### src/hdl/u8dec_pkg.sv
// ----------------------------------------------------------------------------
// u8dec_pkg
// Shared types and constants of the UTF-8 stream decoder.
// ----------------------------------------------------------------------------
package u8dec_pkg;

   localparam int COUNT_WIDTH    = 16;
   localparam int LIMIT_WIDTH    = 16;
   localparam int TOTAL_WIDTH    = 16;
   localparam int CMP_WIDTH      = (COUNT_WIDTH > LIMIT_WIDTH) ? COUNT_WIDTH : LIMIT_WIDTH;
   localparam int POINT_WIDTH    = 21;
   localparam int SEQ_WIDTH      = 3;
   localparam int PEND_WIDTH     = 2;
   localparam int CSR_ADDR_WIDTH = 3;
   localparam int CSR_DATA_WIDTH = 32;
   localparam int REQ_DATA_WIDTH = 8;
   localparam int RSP_DATA_WIDTH = 48;
   localparam int RSP_USER_WIDTH = 2;

   localparam logic [0:0] REG_COUNT_LIMIT = 1'b0;

   localparam logic [7:0] CONT_MASK  = 8'hC0;
   localparam logic [7:0] CONT_CODE  = 8'h80;
   localparam logic [7:0] LEAD2_MASK = 8'hE0;
   localparam logic [7:0] LEAD2_CODE = 8'hC0;
   localparam logic [7:0] LEAD3_MASK = 8'hF0;
   localparam logic [7:0] LEAD3_CODE = 8'hE0;
   localparam logic [7:0] LEAD4_MASK = 8'hF8;
   localparam logic [7:0] LEAD4_CODE = 8'hF0;
   localparam logic [7:0] PAYLOAD_MASK = 8'h3F;

   localparam logic [COUNT_WIDTH-1:0] COUNT_MAX = '1;
   localparam logic [TOTAL_WIDTH-1:0] TOTAL_MAX = '1;

   typedef enum logic [1:0] {
      KIND_CHAR    = 2'd0,
      KIND_END     = 2'd1,
      KIND_INVALID = 2'd2
   } u8dec_kind_type;

   typedef struct packed {
      u8dec_kind_type           kind;
      logic [POINT_WIDTH-1:0]   code_point;
      logic [SEQ_WIDTH-1:0]     seq_bytes;
      logic [TOTAL_WIDTH-1:0]   char_total;
      logic                     all_ascii;
   } u8dec_result_type;

   typedef struct packed {
      logic             has_result;
      u8dec_result_type result;
   } u8dec_step_type;

endpackage

### src/hdl/u8dec_csr.sv
// ----------------------------------------------------------------------------
// u8dec_csr
// APB register file holding the per-string character limit.
// ----------------------------------------------------------------------------
module u8dec_csr
   import u8dec_pkg::*;
(
   input  logic                      clock,
   input  logic                      reset,
   input  logic                      csr_psel,
   input  logic                      csr_penable,
   input  logic                      csr_pwrite,
   input  logic [CSR_ADDR_WIDTH-1:0] csr_paddr,
   input  logic [CSR_DATA_WIDTH-1:0] csr_pwdata,
   output logic [CSR_DATA_WIDTH-1:0] csr_prdata,
   output logic                      csr_pready,
   output logic [LIMIT_WIDTH-1:0]    count_limit
);

   logic [LIMIT_WIDTH-1:0] limit_ff;
   logic [LIMIT_WIDTH-1:0] limit_in;
   logic                   hit_limit;

   assign hit_limit  = (csr_paddr[CSR_ADDR_WIDTH-1:2] == REG_COUNT_LIMIT);
   assign csr_pready = 1'b1;

   always_comb begin
      limit_in = limit_ff;
      if (csr_psel && csr_penable && csr_pwrite && hit_limit) begin
         limit_in = csr_pwdata[LIMIT_WIDTH-1:0];
      end
   end

   always_ff @(posedge clock) begin
      if (reset) begin
         limit_ff <= '0;
      end else begin
         limit_ff <= limit_in;
      end
   end

   assign csr_prdata  = hit_limit ? CSR_DATA_WIDTH'(limit_ff) : '0;
   assign count_limit = limit_ff;

endmodule

### src/hdl/u8dec_core.sv
// ----------------------------------------------------------------------------
// u8dec_core
// Per-string decode state and the combinational byte step.
// ----------------------------------------------------------------------------
module u8dec_core
   import u8dec_pkg::*;
(
   input  logic                   clock,
   input  logic                   reset,
   input  logic                   step_en,
   input  logic [7:0]             data_byte,
   input  logic [LIMIT_WIDTH-1:0] count_limit,
   output u8dec_step_type         step
);

   logic [PEND_WIDTH-1:0]  pending_ff, pending_in;
   logic [POINT_WIDTH-1:0] accum_ff, accum_in;
   logic [SEQ_WIDTH-1:0]   seq_ff, seq_in;
   logic [COUNT_WIDTH-1:0] counter_ff, counter_in;
   logic                   ascii_ff, ascii_in;
   logic                   discard_ff, discard_in;

   logic [COUNT_WIDTH-1:0] counter_inc;
   logic [POINT_WIDTH-1:0] accum_shift;
   logic                   limit_hit;

   function automatic logic [TOTAL_WIDTH-1:0] total_of(input logic [COUNT_WIDTH-1:0] c);
      logic [CMP_WIDTH-1:0] ext;
      ext = CMP_WIDTH'(c);
      if (ext > CMP_WIDTH'(TOTAL_MAX)) begin
         return TOTAL_MAX;
      end
      return ext[TOTAL_WIDTH-1:0];
   endfunction

   assign counter_inc = (counter_ff != COUNT_MAX) ? counter_ff + 1'b1 : counter_ff;
   assign accum_shift = {accum_ff[POINT_WIDTH-7:0], data_byte[5:0] & PAYLOAD_MASK[5:0]};
   assign limit_hit   = (count_limit != '0) &&
                        (CMP_WIDTH'(counter_ff) >= CMP_WIDTH'(count_limit));

   always_comb begin
      pending_in = pending_ff;
      accum_in   = accum_ff;
      seq_in     = seq_ff;
      counter_in = counter_ff;
      ascii_in   = ascii_ff & ~data_byte[7];
      discard_in = discard_ff;

      step.has_result        = 1'b0;
      step.result.kind       = KIND_CHAR;
      step.result.code_point = '0;
      step.result.seq_bytes  = '0;
      step.result.char_total = total_of(counter_ff);
      step.result.all_ascii  = ascii_ff & ~data_byte[7];

      if (data_byte == 8'h00) begin
         // terminator: report unless discarding, and start a new string
         step.has_result  = ~discard_ff;
         step.result.kind = (pending_ff != '0) ? KIND_INVALID : KIND_END;
         pending_in = '0;
         accum_in   = '0;
         seq_in     = '0;
         counter_in = '0;
         ascii_in   = 1'b1;
         discard_in = 1'b0;
      end else if (discard_ff) begin
         step.has_result = 1'b0;
      end else if (pending_ff != '0) begin
         if ((data_byte & CONT_MASK) != CONT_CODE) begin
            step.has_result  = 1'b1;
            step.result.kind = KIND_INVALID;
            pending_in = '0;
            accum_in   = '0;
            seq_in     = '0;
            discard_in = 1'b1;
         end else if (pending_ff == PEND_WIDTH'(1)) begin
            step.has_result        = 1'b1;
            step.result.kind       = KIND_CHAR;
            step.result.code_point = accum_shift;
            step.result.seq_bytes  = seq_ff;
            step.result.char_total = total_of(counter_inc);
            pending_in = '0;
            accum_in   = '0;
            seq_in     = '0;
            counter_in = counter_inc;
         end else begin
            pending_in = pending_ff - 1'b1;
            accum_in   = accum_shift;
         end
      end else if (limit_hit) begin
         step.has_result = 1'b0;
      end else if (data_byte[7] == 1'b0) begin
         step.has_result        = 1'b1;
         step.result.kind       = KIND_CHAR;
         step.result.code_point = POINT_WIDTH'(data_byte);
         step.result.seq_bytes  = SEQ_WIDTH'(1);
         step.result.char_total = total_of(counter_inc);
         counter_in = counter_inc;
      end else if ((data_byte & LEAD2_MASK) == LEAD2_CODE) begin
         pending_in = PEND_WIDTH'(1);
         accum_in   = POINT_WIDTH'(data_byte[4:0]);
         seq_in     = SEQ_WIDTH'(2);
      end else if ((data_byte & LEAD3_MASK) == LEAD3_CODE) begin
         pending_in = PEND_WIDTH'(2);
         accum_in   = POINT_WIDTH'(data_byte[3:0]);
         seq_in     = SEQ_WIDTH'(3);
      end else if ((data_byte & LEAD4_MASK) == LEAD4_CODE) begin
         pending_in = PEND_WIDTH'(3);
         accum_in   = POINT_WIDTH'(data_byte[2:0]);
         seq_in     = SEQ_WIDTH'(4);
      end else begin
         step.has_result  = 1'b1;
         step.result.kind = KIND_INVALID;
         discard_in = 1'b1;
      end
   end

   always_ff @(posedge clock) begin
      if (reset) begin
         pending_ff <= '0;
         accum_ff   <= '0;
         seq_ff     <= '0;
         counter_ff <= '0;
         ascii_ff   <= 1'b1;
         discard_ff <= 1'b0;
      end else if (step_en) begin
         pending_ff <= pending_in;
         accum_ff   <= accum_in;
         seq_ff     <= seq_in;
         counter_ff <= counter_in;
         ascii_ff   <= ascii_in;
         discard_ff <= discard_in;
      end
   end

`ifndef NO_ASSERTIONS
   a_idle_seq_clear : assert property (@(posedge clock) disable iff (reset)
      (pending_ff == '0) |-> (seq_ff == '0))
      else $error("sequence length left over with nothing pending");

   a_discard_no_pending : assert property (@(posedge clock) disable iff (reset)
      discard_ff |-> (pending_ff == '0))
      else $error("continuation bytes pending while discarding");

   a_char_counts : assert property (@(posedge clock) disable iff (reset)
      (step_en && step.has_result && step.result.kind == KIND_CHAR) |=> (counter_ff != '0))
      else $error("decoded character left counter at zero");
`endif

endmodule

### src/hdl/utf8_stream_decoder_top.sv
// ----------------------------------------------------------------------------
// utf8_stream_decoder_top
// Lax UTF-8 decoder for zero-terminated byte strings, one byte per clock
// unless a stalled result holds the byte back.
//   channel  dir  fields
//   req_     in   tdata[7:0] data_byte
//   rsp_     out  tuser[1:0] result_kind, tdata code_point..all_ascii
//   csr_     in   APB, count_limit at 0x0
//
// one byte accepted per clock unless stalled, result registered after its byte
// the byte-to-byte decode state closes through a combinational step in the core
// synchronous reset clears all control and string state, limit reads zero
// a stalled result blocks only bytes that would give another result
// ----------------------------------------------------------------------------
module utf8_stream_decoder_top
   import u8dec_pkg::*;
(
   input  logic                      clock,
   input  logic                      reset,
   // data_byte[7:0]
   input  logic [REQ_DATA_WIDTH-1:0] req_tdata,
   input  logic                      req_tvalid,
   output logic                      req_tready,
   // code_point[20:0], seq_bytes[23:21], char_total[39:24], all_ascii[40]
   output logic [RSP_DATA_WIDTH-1:0] rsp_tdata,
   // result_kind[1:0]
   output logic [RSP_USER_WIDTH-1:0] rsp_tuser,
   output logic                      rsp_tvalid,
   input  logic                      rsp_tready,
   input  logic                      csr_psel,
   input  logic                      csr_penable,
   input  logic                      csr_pwrite,
   input  logic [CSR_ADDR_WIDTH-1:0] csr_paddr,
   input  logic [CSR_DATA_WIDTH-1:0] csr_pwdata,
   output logic [CSR_DATA_WIDTH-1:0] csr_prdata,
   output logic                      csr_pready
);

   logic                   in_valid_ff, in_valid_in;
   logic [7:0]             in_byte_ff;
   logic                   out_valid_ff, out_valid_in;
   u8dec_result_type       out_ff;
   logic [LIMIT_WIDTH-1:0] count_limit;
   u8dec_step_type         step;
   logic                   advance;
   logic                   out_load;

   u8dec_csr u_csr (
      .clock       (clock),
      .reset       (reset),
      .csr_psel    (csr_psel),
      .csr_penable (csr_penable),
      .csr_pwrite  (csr_pwrite),
      .csr_paddr   (csr_paddr),
      .csr_pwdata  (csr_pwdata),
      .csr_prdata  (csr_prdata),
      .csr_pready  (csr_pready),
      .count_limit (count_limit)
   );

   u8dec_core u_core (
      .clock       (clock),
      .reset       (reset),
      .step_en     (advance),
      .data_byte   (in_byte_ff),
      .count_limit (count_limit),
      .step        (step)
   );

   assign advance    = in_valid_ff && (!step.has_result || !out_valid_ff || rsp_tready);
   assign out_load   = advance && step.has_result;
   assign req_tready = !in_valid_ff || advance;

   always_comb begin
      in_valid_in = in_valid_ff;
      if (req_tvalid && req_tready) begin
         in_valid_in = 1'b1;
      end else if (advance) begin
         in_valid_in = 1'b0;
      end
      out_valid_in = out_valid_ff;
      if (out_load) begin
         out_valid_in = 1'b1;
      end else if (rsp_tready) begin
         out_valid_in = 1'b0;
      end
   end

   always_ff @(posedge clock) begin
      if (reset) begin
         in_valid_ff  <= 1'b0;
         out_valid_ff <= 1'b0;
      end else begin
         in_valid_ff  <= in_valid_in;
         out_valid_ff <= out_valid_in;
      end
   end

   always_ff @(posedge clock) begin
      if (req_tvalid && req_tready) begin
         in_byte_ff <= req_tdata[7:0];
      end
      if (out_load) begin
         out_ff <= step.result;
      end
   end

   assign rsp_tvalid = out_valid_ff;
   assign rsp_tuser  = out_ff.kind;
   assign rsp_tdata  = RSP_DATA_WIDTH'({out_ff.all_ascii, out_ff.char_total,
                                        out_ff.seq_bytes, out_ff.code_point});

endmodule
### config.mk
export PLATFORM = sky130hd
export DESIGN_NAME = utf8_stream_decoder_top
export DESIGN_NICKNAME = d
export VERILOG_FILES = /design/src/hdl/u8dec_pkg.sv /design/src/hdl/u8dec_csr.sv /design/src/hdl/u8dec_core.sv /design/src/hdl/utf8_stream_decoder_top.sv
export SDC_FILE = /design/constraint.sdc
export NUM_CORES = 1
export LEC_CHECK = 0
export BUFFER_PORTS_ARGS = -buffer_cell sky130_fd_sc_hd__buf_4
export CORE_UTILIZATION = 58
export DETAILED_ROUTE_END_ITERATION = 7
export HOLD_SLACK_MARGIN = 0.02
export PLACE_DENSITY = 0.86
export SLEW_MARGIN = 20
export SYNTH_ARGS = -nofsm -noshare
export SYNTH_HDL_FRONTEND = slang
export SYNTH_SLANG_ARGS = --single-unit
### constraint.sdc
create_clock -name clock -period 10.1 [get_ports clock]
set_input_delay 2.02 -clock clock [delete_from_list [all_inputs] [get_ports clock]]
set_output_delay 2.02 -clock clock [all_outputs]
set_load 0.005 [all_outputs]
* Word-level counts from Yosys, hierarchy flattened
Index checks and enable logic that the tools add are counted.
Storage, ports and cells: output and inout port bits 85, register bits 107
Operators by class: bitwise gates (word level) 4, reductions and logical operators 24, add/sub/neg operators 2, eq/ne operators 12, order comparisons 3, muxes and demuxes 86
Operator list (count):
- 16-bit two-way mux | 15
- 15-bit two-way mux | 10
- 43-bit two-way mux | 2
- 42-bit two-way mux | 2
- 3-bit two-way mux | 16
- 40-bit two-way mux | 1
- 16-bit > comparator, second input constant | 2
- 1-bit two-way mux | 28
- 26-bit two-way mux | 1
- 2-bit two-way mux | 11
- 16-bit by 1-bit adder with 16-bit output, second input constant | 1
- 16-bit >= comparator | 1
- 16-bit inequality test, second input constant | 1
- 16-bit nonzero test | 1
- 6-bit AND reduction | 2
- 8-bit logical NOT | 1
- 1-bit logical AND | 7
- 3-bit by 2-bit inequality test with 1-bit output, second input constant | 2
- 2-bit nonzero test | 3
- 5-bit == test, second input constant | 1
- 5-bit AND reduction | 1
- 5-bit nonzero test | 1
- 4-bit == test, second input constant | 1
- 2-bit inequality test, second input constant | 2
- other kinds (12) | 18

* Depth between registers and ports, before layout
Gate-level depths: netlist of the first run.
depth after elaboration 22, gate-level depth with buffers 12, gate-level depth less buffers 10

* By module
From an unflattened synthesis of the first run, not the netlist that was laid out.
Second synthesis, totals: cells, all modules 621, area total of the unflattened synthesis 5948.2 µm²
By module, submodules not included:
- u8dec_core | times used 1, area an instance 3269.4 µm², cells an instance 444, seq. area each 760.7 µm²
- utf8_stream_decoder_top | times used 1, area an instance 1691.6 µm², cells an instance 71, seq. area each 1571.5 µm²
- u8dec_csr | times used 1, area an instance 987.2 µm², cells an instance 106, seq. area each 320.3 µm²

* Worst setup path before layout of the first run
OpenSTA, ideal clock, no wires.
kind input -> output, start input csr_paddr[2], end output csr_prdata[10], path buffers 2, arrival time 2.610 ns, cell stages on the path 3, slack 5.470 ns, required time 8.080 ns, cells stage by stage clkbuf_1 -> clkbuf_1 -> nor2_1
On the way: word-level cells in the longest chain between the ends 1
RTL lines:
- from (decl) | line utf8_stream_decoder_top.sv:33 | input logic [CSR_ADDR_WIDTH-1:0] csr_paddr,
- 16-bit two-way mux | line u8dec_csr.sv:42 | assign csr_prdata = hit_limit ? CSR_DATA_WIDTH'(limit_ff) : '0;
- to (decl) | line utf8_stream_decoder_top.sv:35 | output logic [CSR_DATA_WIDTH-1:0] csr_prdata,
Every way passes these cells.

* Worst setup path in the final report of the first run
start register u_core.counter_ff[0], end output req_tready
On the way: word-level cells in the longest chain between the ends 11
RTL lines:
- from (decl) | line u8dec_core.sv:19 | logic [COUNT_WIDTH-1:0] counter_ff, counter_in;
- from (signal assigned) | line u8dec_core.sv:130 | counter_ff <= counter_in;
- 16-bit >= comparator | line u8dec_core.sv:39 | (CMP_WIDTH'(counter_ff) >= CMP_WIDTH'(count_limit));
- 1-bit logical AND | line u8dec_core.sv:38 | assign limit_hit = (count_limit != '0) &&
- 1-bit two-way mux | line u8dec_core.sv:90 | end else if (limit_hit) begin
- 43-bit two-way mux | line u8dec_core.sv:68 | end else if (pending_ff != '0) begin
- 1-bit two-way mux | line u8dec_core.sv:66 | end else if (discard_ff) begin
- 3-bit two-way mux | line u8dec_core.sv:56 | if (data_byte == 8'h00) begin
- 1-bit logical NOT | line utf8_stream_decoder_top.sv:70 | assign advance = in_valid_ff && (!step.has_result || !out_valid_ff || rsp_tready);
- 1-bit logical OR (2 in a row) | line utf8_stream_decoder_top.sv:70
- 1-bit logical AND | line utf8_stream_decoder_top.sv:70
- 1-bit logical OR | line utf8_stream_decoder_top.sv:72 | assign req_tready = !in_valid_ff || advance;
- to (decl) | line utf8_stream_decoder_top.sv:23 | output logic req_tready,
Every way passes these cells.

==> impl_metrics.json, run 1 <==
{
  "worstSetupStartpointType": "flop",
  "viasPerCell": 5.85,
  "switching_power_mw": 0.256,
  "cts_buffers": 9,
  "mostFrequentLayoutCell": "buf_4",
  "cp_cell_sequence": "inv_1 -> ha_1 -> nand2b_4 -> a2111o_1 -> a211oi_2 -> o21ai_0 -> a21oi_1 -> nand2_1 -> nor2_1 -> inv_1 -> buf_4",
  "grt-ovfl-total": 0,
  "ctsHoldBuffers": 0,
  "min_from": "u_core.accum_ff[1]$_SDFFE_PP0P_",
  "path_max_fanout": 5,
  "seq_power_share": 0.547,
  "worstMarginPinSlew_ps": 969,
  "final_net_count": 719,
  "violations": "DRC",
  "slew_viol_final": 0,
  "synth_top_area_frac": 0.281,
  "num_rows": 35,
  "synth_warnings": 0,
  "clock_path_buffers": 2,
  "postRouteAntennaNets": 0,
  "yosysTopAreaCell": "edfxtp_1",
  "fin_worst_skew_ps": 20.7,
  "crit_slowest_cell": "a2111o_1",
  "cts_tree": "built",
  "start_util": 0.596,
  "r2r_cells": 10,
  "worstSetupPathType": "reg2out",
  "fmax_mhz": 203,
  "drive_above_1_share": 0.209,
  "portBuffers": 92,
  "combPwrFrac": 0.144,
  "hpwl_microns": 8460,
  "drtIter0Drc": 380,
  "worstSkewPairLatency_ps": 380,
  "r2r-end": "rsp_tdata[26]$_DFFE_PP_",
  "cts.sinks": 107,
  "synthCells": 571,
  "grt_max_degree": 50,
  "drc": 1,
  "syn_area_sq_mm": 0.00545,
  "p_clk_frac": 0.309,
  "cts_resized": 0,
  "num_io_pins": 135,
  "power_density_mw_per_mm2": 142,
  "htree_levels": 3,
  "vias": 4482,
  "yosys-top-cells-area": "edfxtp_1 28%, dfxtp_1 21%, nand2_1 5.4%, ha_1 4.4%, a21oi_1 3.9%",
  "synth_edf_count": 51,
  "crit_family": "compound AO/OA/AOI/OAI gates",
  "cap_violations": 0,
  "die-area_sq_mm": 0.00979,
  "worst_ep_arrival_time_ps": 2920,
  "swShare": 0.287,
  "cpMostUsedCell": "inv_1",
  "place_congestion": 0.892,
  "synth.avg_cell_area_sq_um": 9.55,
  "status": "finished, violations left",
  "clk_pin_slew_ps": 130,
  "grt_pass1_vias": 4080,
  "holdCritPathClass": "reg2reg",
  "synth_cell_types": 70,
  "die_h_microns": 99.0,
  "worstHoldPathCells": 2,
  "cp_num_buf_inv": 3,
  "cts-root-buf": "clkbuf_8",
  "post_cts_buffers": 0,
  "async_reset_ff_frac": 0,
  "antenna_cells": 0,
  "setup-tns-final_ps": 0,
  "ys_ff_latch": 107,
  "rsz0062_at_grt": "no",
  "areaGrowthSynthToFinish_pct": 15.1,
  "relSlewSlack": 0.351,
  "ys_seq_area_frac": 0.487,
  "worst_hold_path.endpoint": "u_core.accum_ff[7]$_SDFFE_PP0P_",
  "r2r_slack_ps": 6680,
  "setup_viol": 0,
  "irDropWorstVdd_v": 0.0000779,
  "r2r_start": "u_core.counter_ff[0]$_SDFFE_PP0P_",
  "drt-pass1-iter-count": 8,
  "grt_pass1_wl_microns": 19300,
  "cp_slowest_stage_delay_ps": 420,
  "antenna_found_initial": 0,
  "wire_per_inst_microns": 15.5,
  "wirelength_microns": 11900,
  "hold_viol": 0,
  "design_area_sq_mm": 0.00628,
  "endpoint_kind": "output port",
  "layout_common_cells": "94 x buf_4, 78 x nand2_1, 56 x dfxtp_1",
  "p_leak_nw": 2.50,
  "final.min_clock_period_ps": 4940,
  "core_sq_mm": 0.00915,
  "grtUsageTotal": 0.246,
  "place_area_sq_mm": 0.00606,
  "cp.required_ps": 8080,
  "die-width_microns": 99.0,
  "internal_power_mw": 0.636,
  "synth_ff_type": "dfxtp_1",
  "finalCritPeriodShare": 0.489
}
==> registers in the layout, indices dropped and copies added, names as in the netlist <==
name and cells:
u_core.pending_ff 2, in_valid_ff 1, u_core.discard_ff 1, u_core.seq_ff 3
u_core.ascii_ff 1, u_core.counter_ff 16, u_core.accum_ff 15, rsp_tvalid 1
u_csr.count_limit 16, rsp_tdata 41, in_byte_ff 8, rsp_tuser 2
==> power by group through the flow <==
stage / Combinational, mW / Sequential, mW / Clock (mW)
finish: 0.129 / 0.488 / 0.275
global route: 0.139 / 0.490 / 0.295
CTS: 0.128 / 0.488 / 0.277
detailed placement: 0.127 / 0.498 / 0
global placement: 0.123 / 0.497 / 0
floorplan: 0.0858 / 0.497 / 0
==> worst reg2reg max path, stage by stage, from the launching register on <==
cell and delay, ps:
dfxtp_1 410, inv_1 90, ha_1 280, nand2b_4 130, a2111o_1 420, a211oi_2 260
o21a_2 260, o21ai_0 140, nor2_1 760, nand3_1 230, xnor2_1 190
==> synthesized netlist by cell type (2+ instances only) <==
| cell | number |
|---|---|
| clkbuf_1 | 15 |
| or2_2 | 3 |
| o31ai_1 | 8 |
| and3_1 | 28 |
| or3_1 | 7 |
| o21ai_1 | 4 |
| and2_1 | 6 |
| o211ai_1 | 2 |
| nand4_1 | 5 |
| a31oi_1 | 5 |
| nor2b_1 | 4 |
| conb_1 | 2 |
| dfxtp_1 | 56 |
| xor2_1 | 6 |
| buf_6 | 2 |
| o41ai_1 | 2 |
| a211oi_2 | 2 |
| o21ai_0 | 32 |
| o22ai_1 | 2 |
| buf_4 | 24 |
| a21oi_1 | 43 |
| a21o_1 | 3 |
| buf_2 | 3 |
| nor2_1 | 45 |
| nand3_1 | 13 |
| a211oi_1 | 6 |
| nor4_1 | 6 |
| ha_1 | 19 |
| nand2_1 | 78 |
| xnor2_1 | 5 |
| clkbuf_8 | 2 |
| inv_1 | 26 |
| nor3_1 | 8 |
| edfxtp_1 | 51 |
| nor4_2 | 2 |
| nand2b_1 | 3 |
| nand3b_1 | 10 |
==> per-layer routing <==
layer | part of all wire | GRT usage | vias to the layer above
met5 | 0 | 0 | -
met4 | 0.022 | 0.103 | 0
met3 | 0.082 | 0.0390 | 28
met2 | 0.46 | 0.391 | 246
met1 | 0.43 | 0.336 | 2065
li1 | - | - | 2143
==> final cells by class <==
class                   count  area, sq um
clock buffers               9          124
clock inverters             7         93.8
fillers                   711         2880
inverters                  26         97.6
multi-input cells         412         2460
flip-flops and latches    107         2650
well taps                 111          139
repair buffers             94          706
==> how the worst max path moves through the flow <==
stage,startpoint,end,slack (ps),cells after the start
after floorplan,csr_paddr[2],csr_prdata[10],5470,3
after global placement,rsp_tready,req_tready,5240,5
after detailed placement,rsp_tready,req_tready,5240,5
after CTS,u_core.counter_ff[0]$_SDFFE_PP0P_,req_tready,5150,11
after global routing,u_core.counter_ff[0]$_SDFFE_PP0P_,req_tready,4950,11
final,u_core.counter_ff[0]$_SDFFE_PP0P_,req_tready,5160,11
==> kinds of logic after synthesis <==
group	after synthesis	share of synthesized area
compound gates	125	0.152
buf+inv	74	0.0769
mux	1	0.00207
fa+ha+maj	19	0.0436
simple gates	232	0.220
xor+xnor	11	0.0177
flops	107	0.487
other cells	2	0.00138
==> per-stage QoR <==
stage	instances	util	hold WS, ps	power, mW	setup slack (ps)
global placement	750	0.662	449	0.620	5240
finish	766	0.686	475	0.892	5160
detailed placement	750	0.662	452	0.625	5240
global route	766	0.686	489	0.924	4950
CTS	766	0.686	471	0.893	5150
floorplan	593	-	430	0.583	5470
(Power assumes the default switching activity.)
==> inputs of run 2 (changes only) <==
--- a/config.mk
+++ b/config.mk
@@ -6,10 +6,10 @@
 export NUM_CORES = 1
 export LEC_CHECK = 0
 export BUFFER_PORTS_ARGS = -buffer_cell sky130_fd_sc_hd__buf_4
-export CORE_UTILIZATION = 58
+export CORE_UTILIZATION = 48
 export DETAILED_ROUTE_END_ITERATION = 7
 export HOLD_SLACK_MARGIN = 0.02
-export PLACE_DENSITY = 0.86
+export PLACE_DENSITY = 0.76
 export SLEW_MARGIN = 20
 export SYNTH_ARGS = -nofsm -noshare
 export SYNTH_HDL_FRONTEND = slang
==> constraint.sdc (replaced) <==
create_clock -name clock -period 4.5 [get_ports clock]
set_input_delay 0.9 -clock clock [delete_from_list [all_inputs] [get_ports clock]]
set_output_delay 0.9 -clock clock [all_outputs]
set_load 0.005 [all_outputs]
==> impl_metrics.json, run 2 (synthesized netlist as in run 1, its figures left out) <==
{
  "cap_violations": 0,
  "relSlewSlack": 0.368,
  "status": "completed",
  "cp.required_ps": 3600,
  "layout_common_cells": "94 x buf_4, 78 x nand2_1, 56 x dfxtp_1",
  "grt-ovfl-total": 0,
  "worst_ep_arrival_time_ps": 2840,
  "vias": 4391,
  "irDropWorstVdd_v": 0.000185,
  "endpoint_kind": "output port",
  "fin_worst_skew_ps": 8.33,
  "setup-tns-final_ps": 0,
  "mostFrequentLayoutCell": "buf_4",
  "hpwl_microns": 8690,
  "cts-root-buf": "clkbuf_16",
  "slew_viol_final": 0,
  "path_max_fanout": 5,
  "start_util": 0.499,
  "grtUsageTotal": 0.217,
  "cts_tree": "built",
  "worstSetupPathType": "reg2out",
  "place_congestion": 0.847,
  "postRouteAntennaNets": 0,
  "worstSkewPairLatency_ps": 350,
  "viasPerCell": 5.52,
  "die-width_microns": 109,
  "cts_resized": 0,
  "power.total_mw": 2.15,
  "cts.sinks": 107,
  "finalCritPeriodShare": 0.832,
  "antenna_found_initial": 0,
  "final_net_count": 719,
  "drc": 0,
  "setup_viol": 0,
  "drive_above_1_share": 0.209,
  "grt_pass1_wl_microns": 19600,
  "die_h_microns": 109,
  "htree_levels": 3,
  "die-area_sq_mm": 0.0118,
  "areaGrowthSynthToFinish_pct": 17.1,
  "grt_max_degree": 50,
  "final.min_clock_period_ps": 3740,
  "worstSetupStartpointType": "flop",
  "post_cts_buffers": 0,
  "grt_pass1_vias": 3915,
  "drtIter0Drc": 443,
  "rsz0062_at_grt": "no",
  "ctsHoldBuffers": 0,
  "clock_path_buffers": 2,
  "num_rows": 38,
  "antenna_cells": 0,
  "worstMarginPinSlew_ps": 948,
  "largest_reg_flops": 41,
  "num_io_pins": 135,
  "place_area_sq_mm": 0.00610,
  "cts_buffers": 9,
  "clk_pin_slew_ps": 70,
  "fmax_mhz": 267,
  "wirelength_microns": 12200,
  "p_leak_nw": 2.53,
  "core_sq_mm": 0.0109,
  "hold_viol": 0,
  "wire_per_inst_microns": 15.4,
  "r2r_slack_ps": 1230,
  "power_density_mw_per_mm2": 336,
  "portBuffers": 92,
  "holdCritPathClass": "reg2reg",
  "drt-pass1-iter-count": 5,
  "design_area_sq_mm": 0.00638
}
==> run 2: cell count changes in the layout (fill, tap and decap cells not counted), moves of 2 or more <==
cell,change
clkbuf_16,+9
clkbuf_8,-9
inv_12,-2
clkinv_8,-2
==> run 2: worst max-delay path: stages, from the launching register on <==
cell and delay [ps]:
dfxtp_1 400, inv_1 90, ha_1 290, nand2b_4 140, a2111o_1 430, a211oi_2 230
o21ai_0 230, a21oi_1 220, nand2_1 100, nor2_1 180, inv_1 60, buf_4 130
==> run 2: cell type report <==
class / count / area [sq um]
tap: 140 / 175
fill: 975 / 4550
multi-input combinational: 412 / 2470
clock buffer: 10 / 229
timing repair buffer: 94 / 706
sequential: 107 / 2650
clock inverter: 6 / 56.3
inverter: 26 / 97.6
==> run 2: worst paths after layout <==
| check | start | endpoint | cells after the start |
|---|---|---|---|
| max reg2reg | u_core.counter_ff[0]$_SDFFE_PP0P_ | rsp_tdata[26]$_DFFE_PP_ | 10 |
| min | u_core.accum_ff[6]$_SDFFE_PP0P_ | u_core.accum_ff[12]$_SDFFE_PP0P_ | 2 |
| max | u_core.counter_ff[0]$_SDFFE_PP0P_ | req_tready | 11 |
| min reg2reg | u_core.accum_ff[6]$_SDFFE_PP0P_ | u_core.accum_ff[12]$_SDFFE_PP0P_ | 2 |
==> run 2: routing by layer <==
layer / wire length [microns] / GRT usage
met2: 5410 / 0.335
met5: 0 / 0
met4: 175 / 0.0743
met3: 892 / 0.0350
met1: 5740 / 0.307
==> run 2: per-stage QoR <==
stage | util | hold WS, ps | std cells | setup WS, ps
final | 0.584 | 468 | 795 | 757
after global routing | 0.584 | 485 | 795 | 538
after CTS | 0.584 | 470 | 795 | 745
after detailed placement | 0.558 | 459 | 779 | 1150
after global placement | 0.557 | 447 | 779 | 1190
after floorplan | - | 430 | 593 | 1220
==> run 2: power by group <==
group	leakage [nW]	switching [mW]	internal (mW)
clock network	0.138	0.375	0.389
registers	0.924	0.0241	1.07
logic	1.47	0.165	0.122
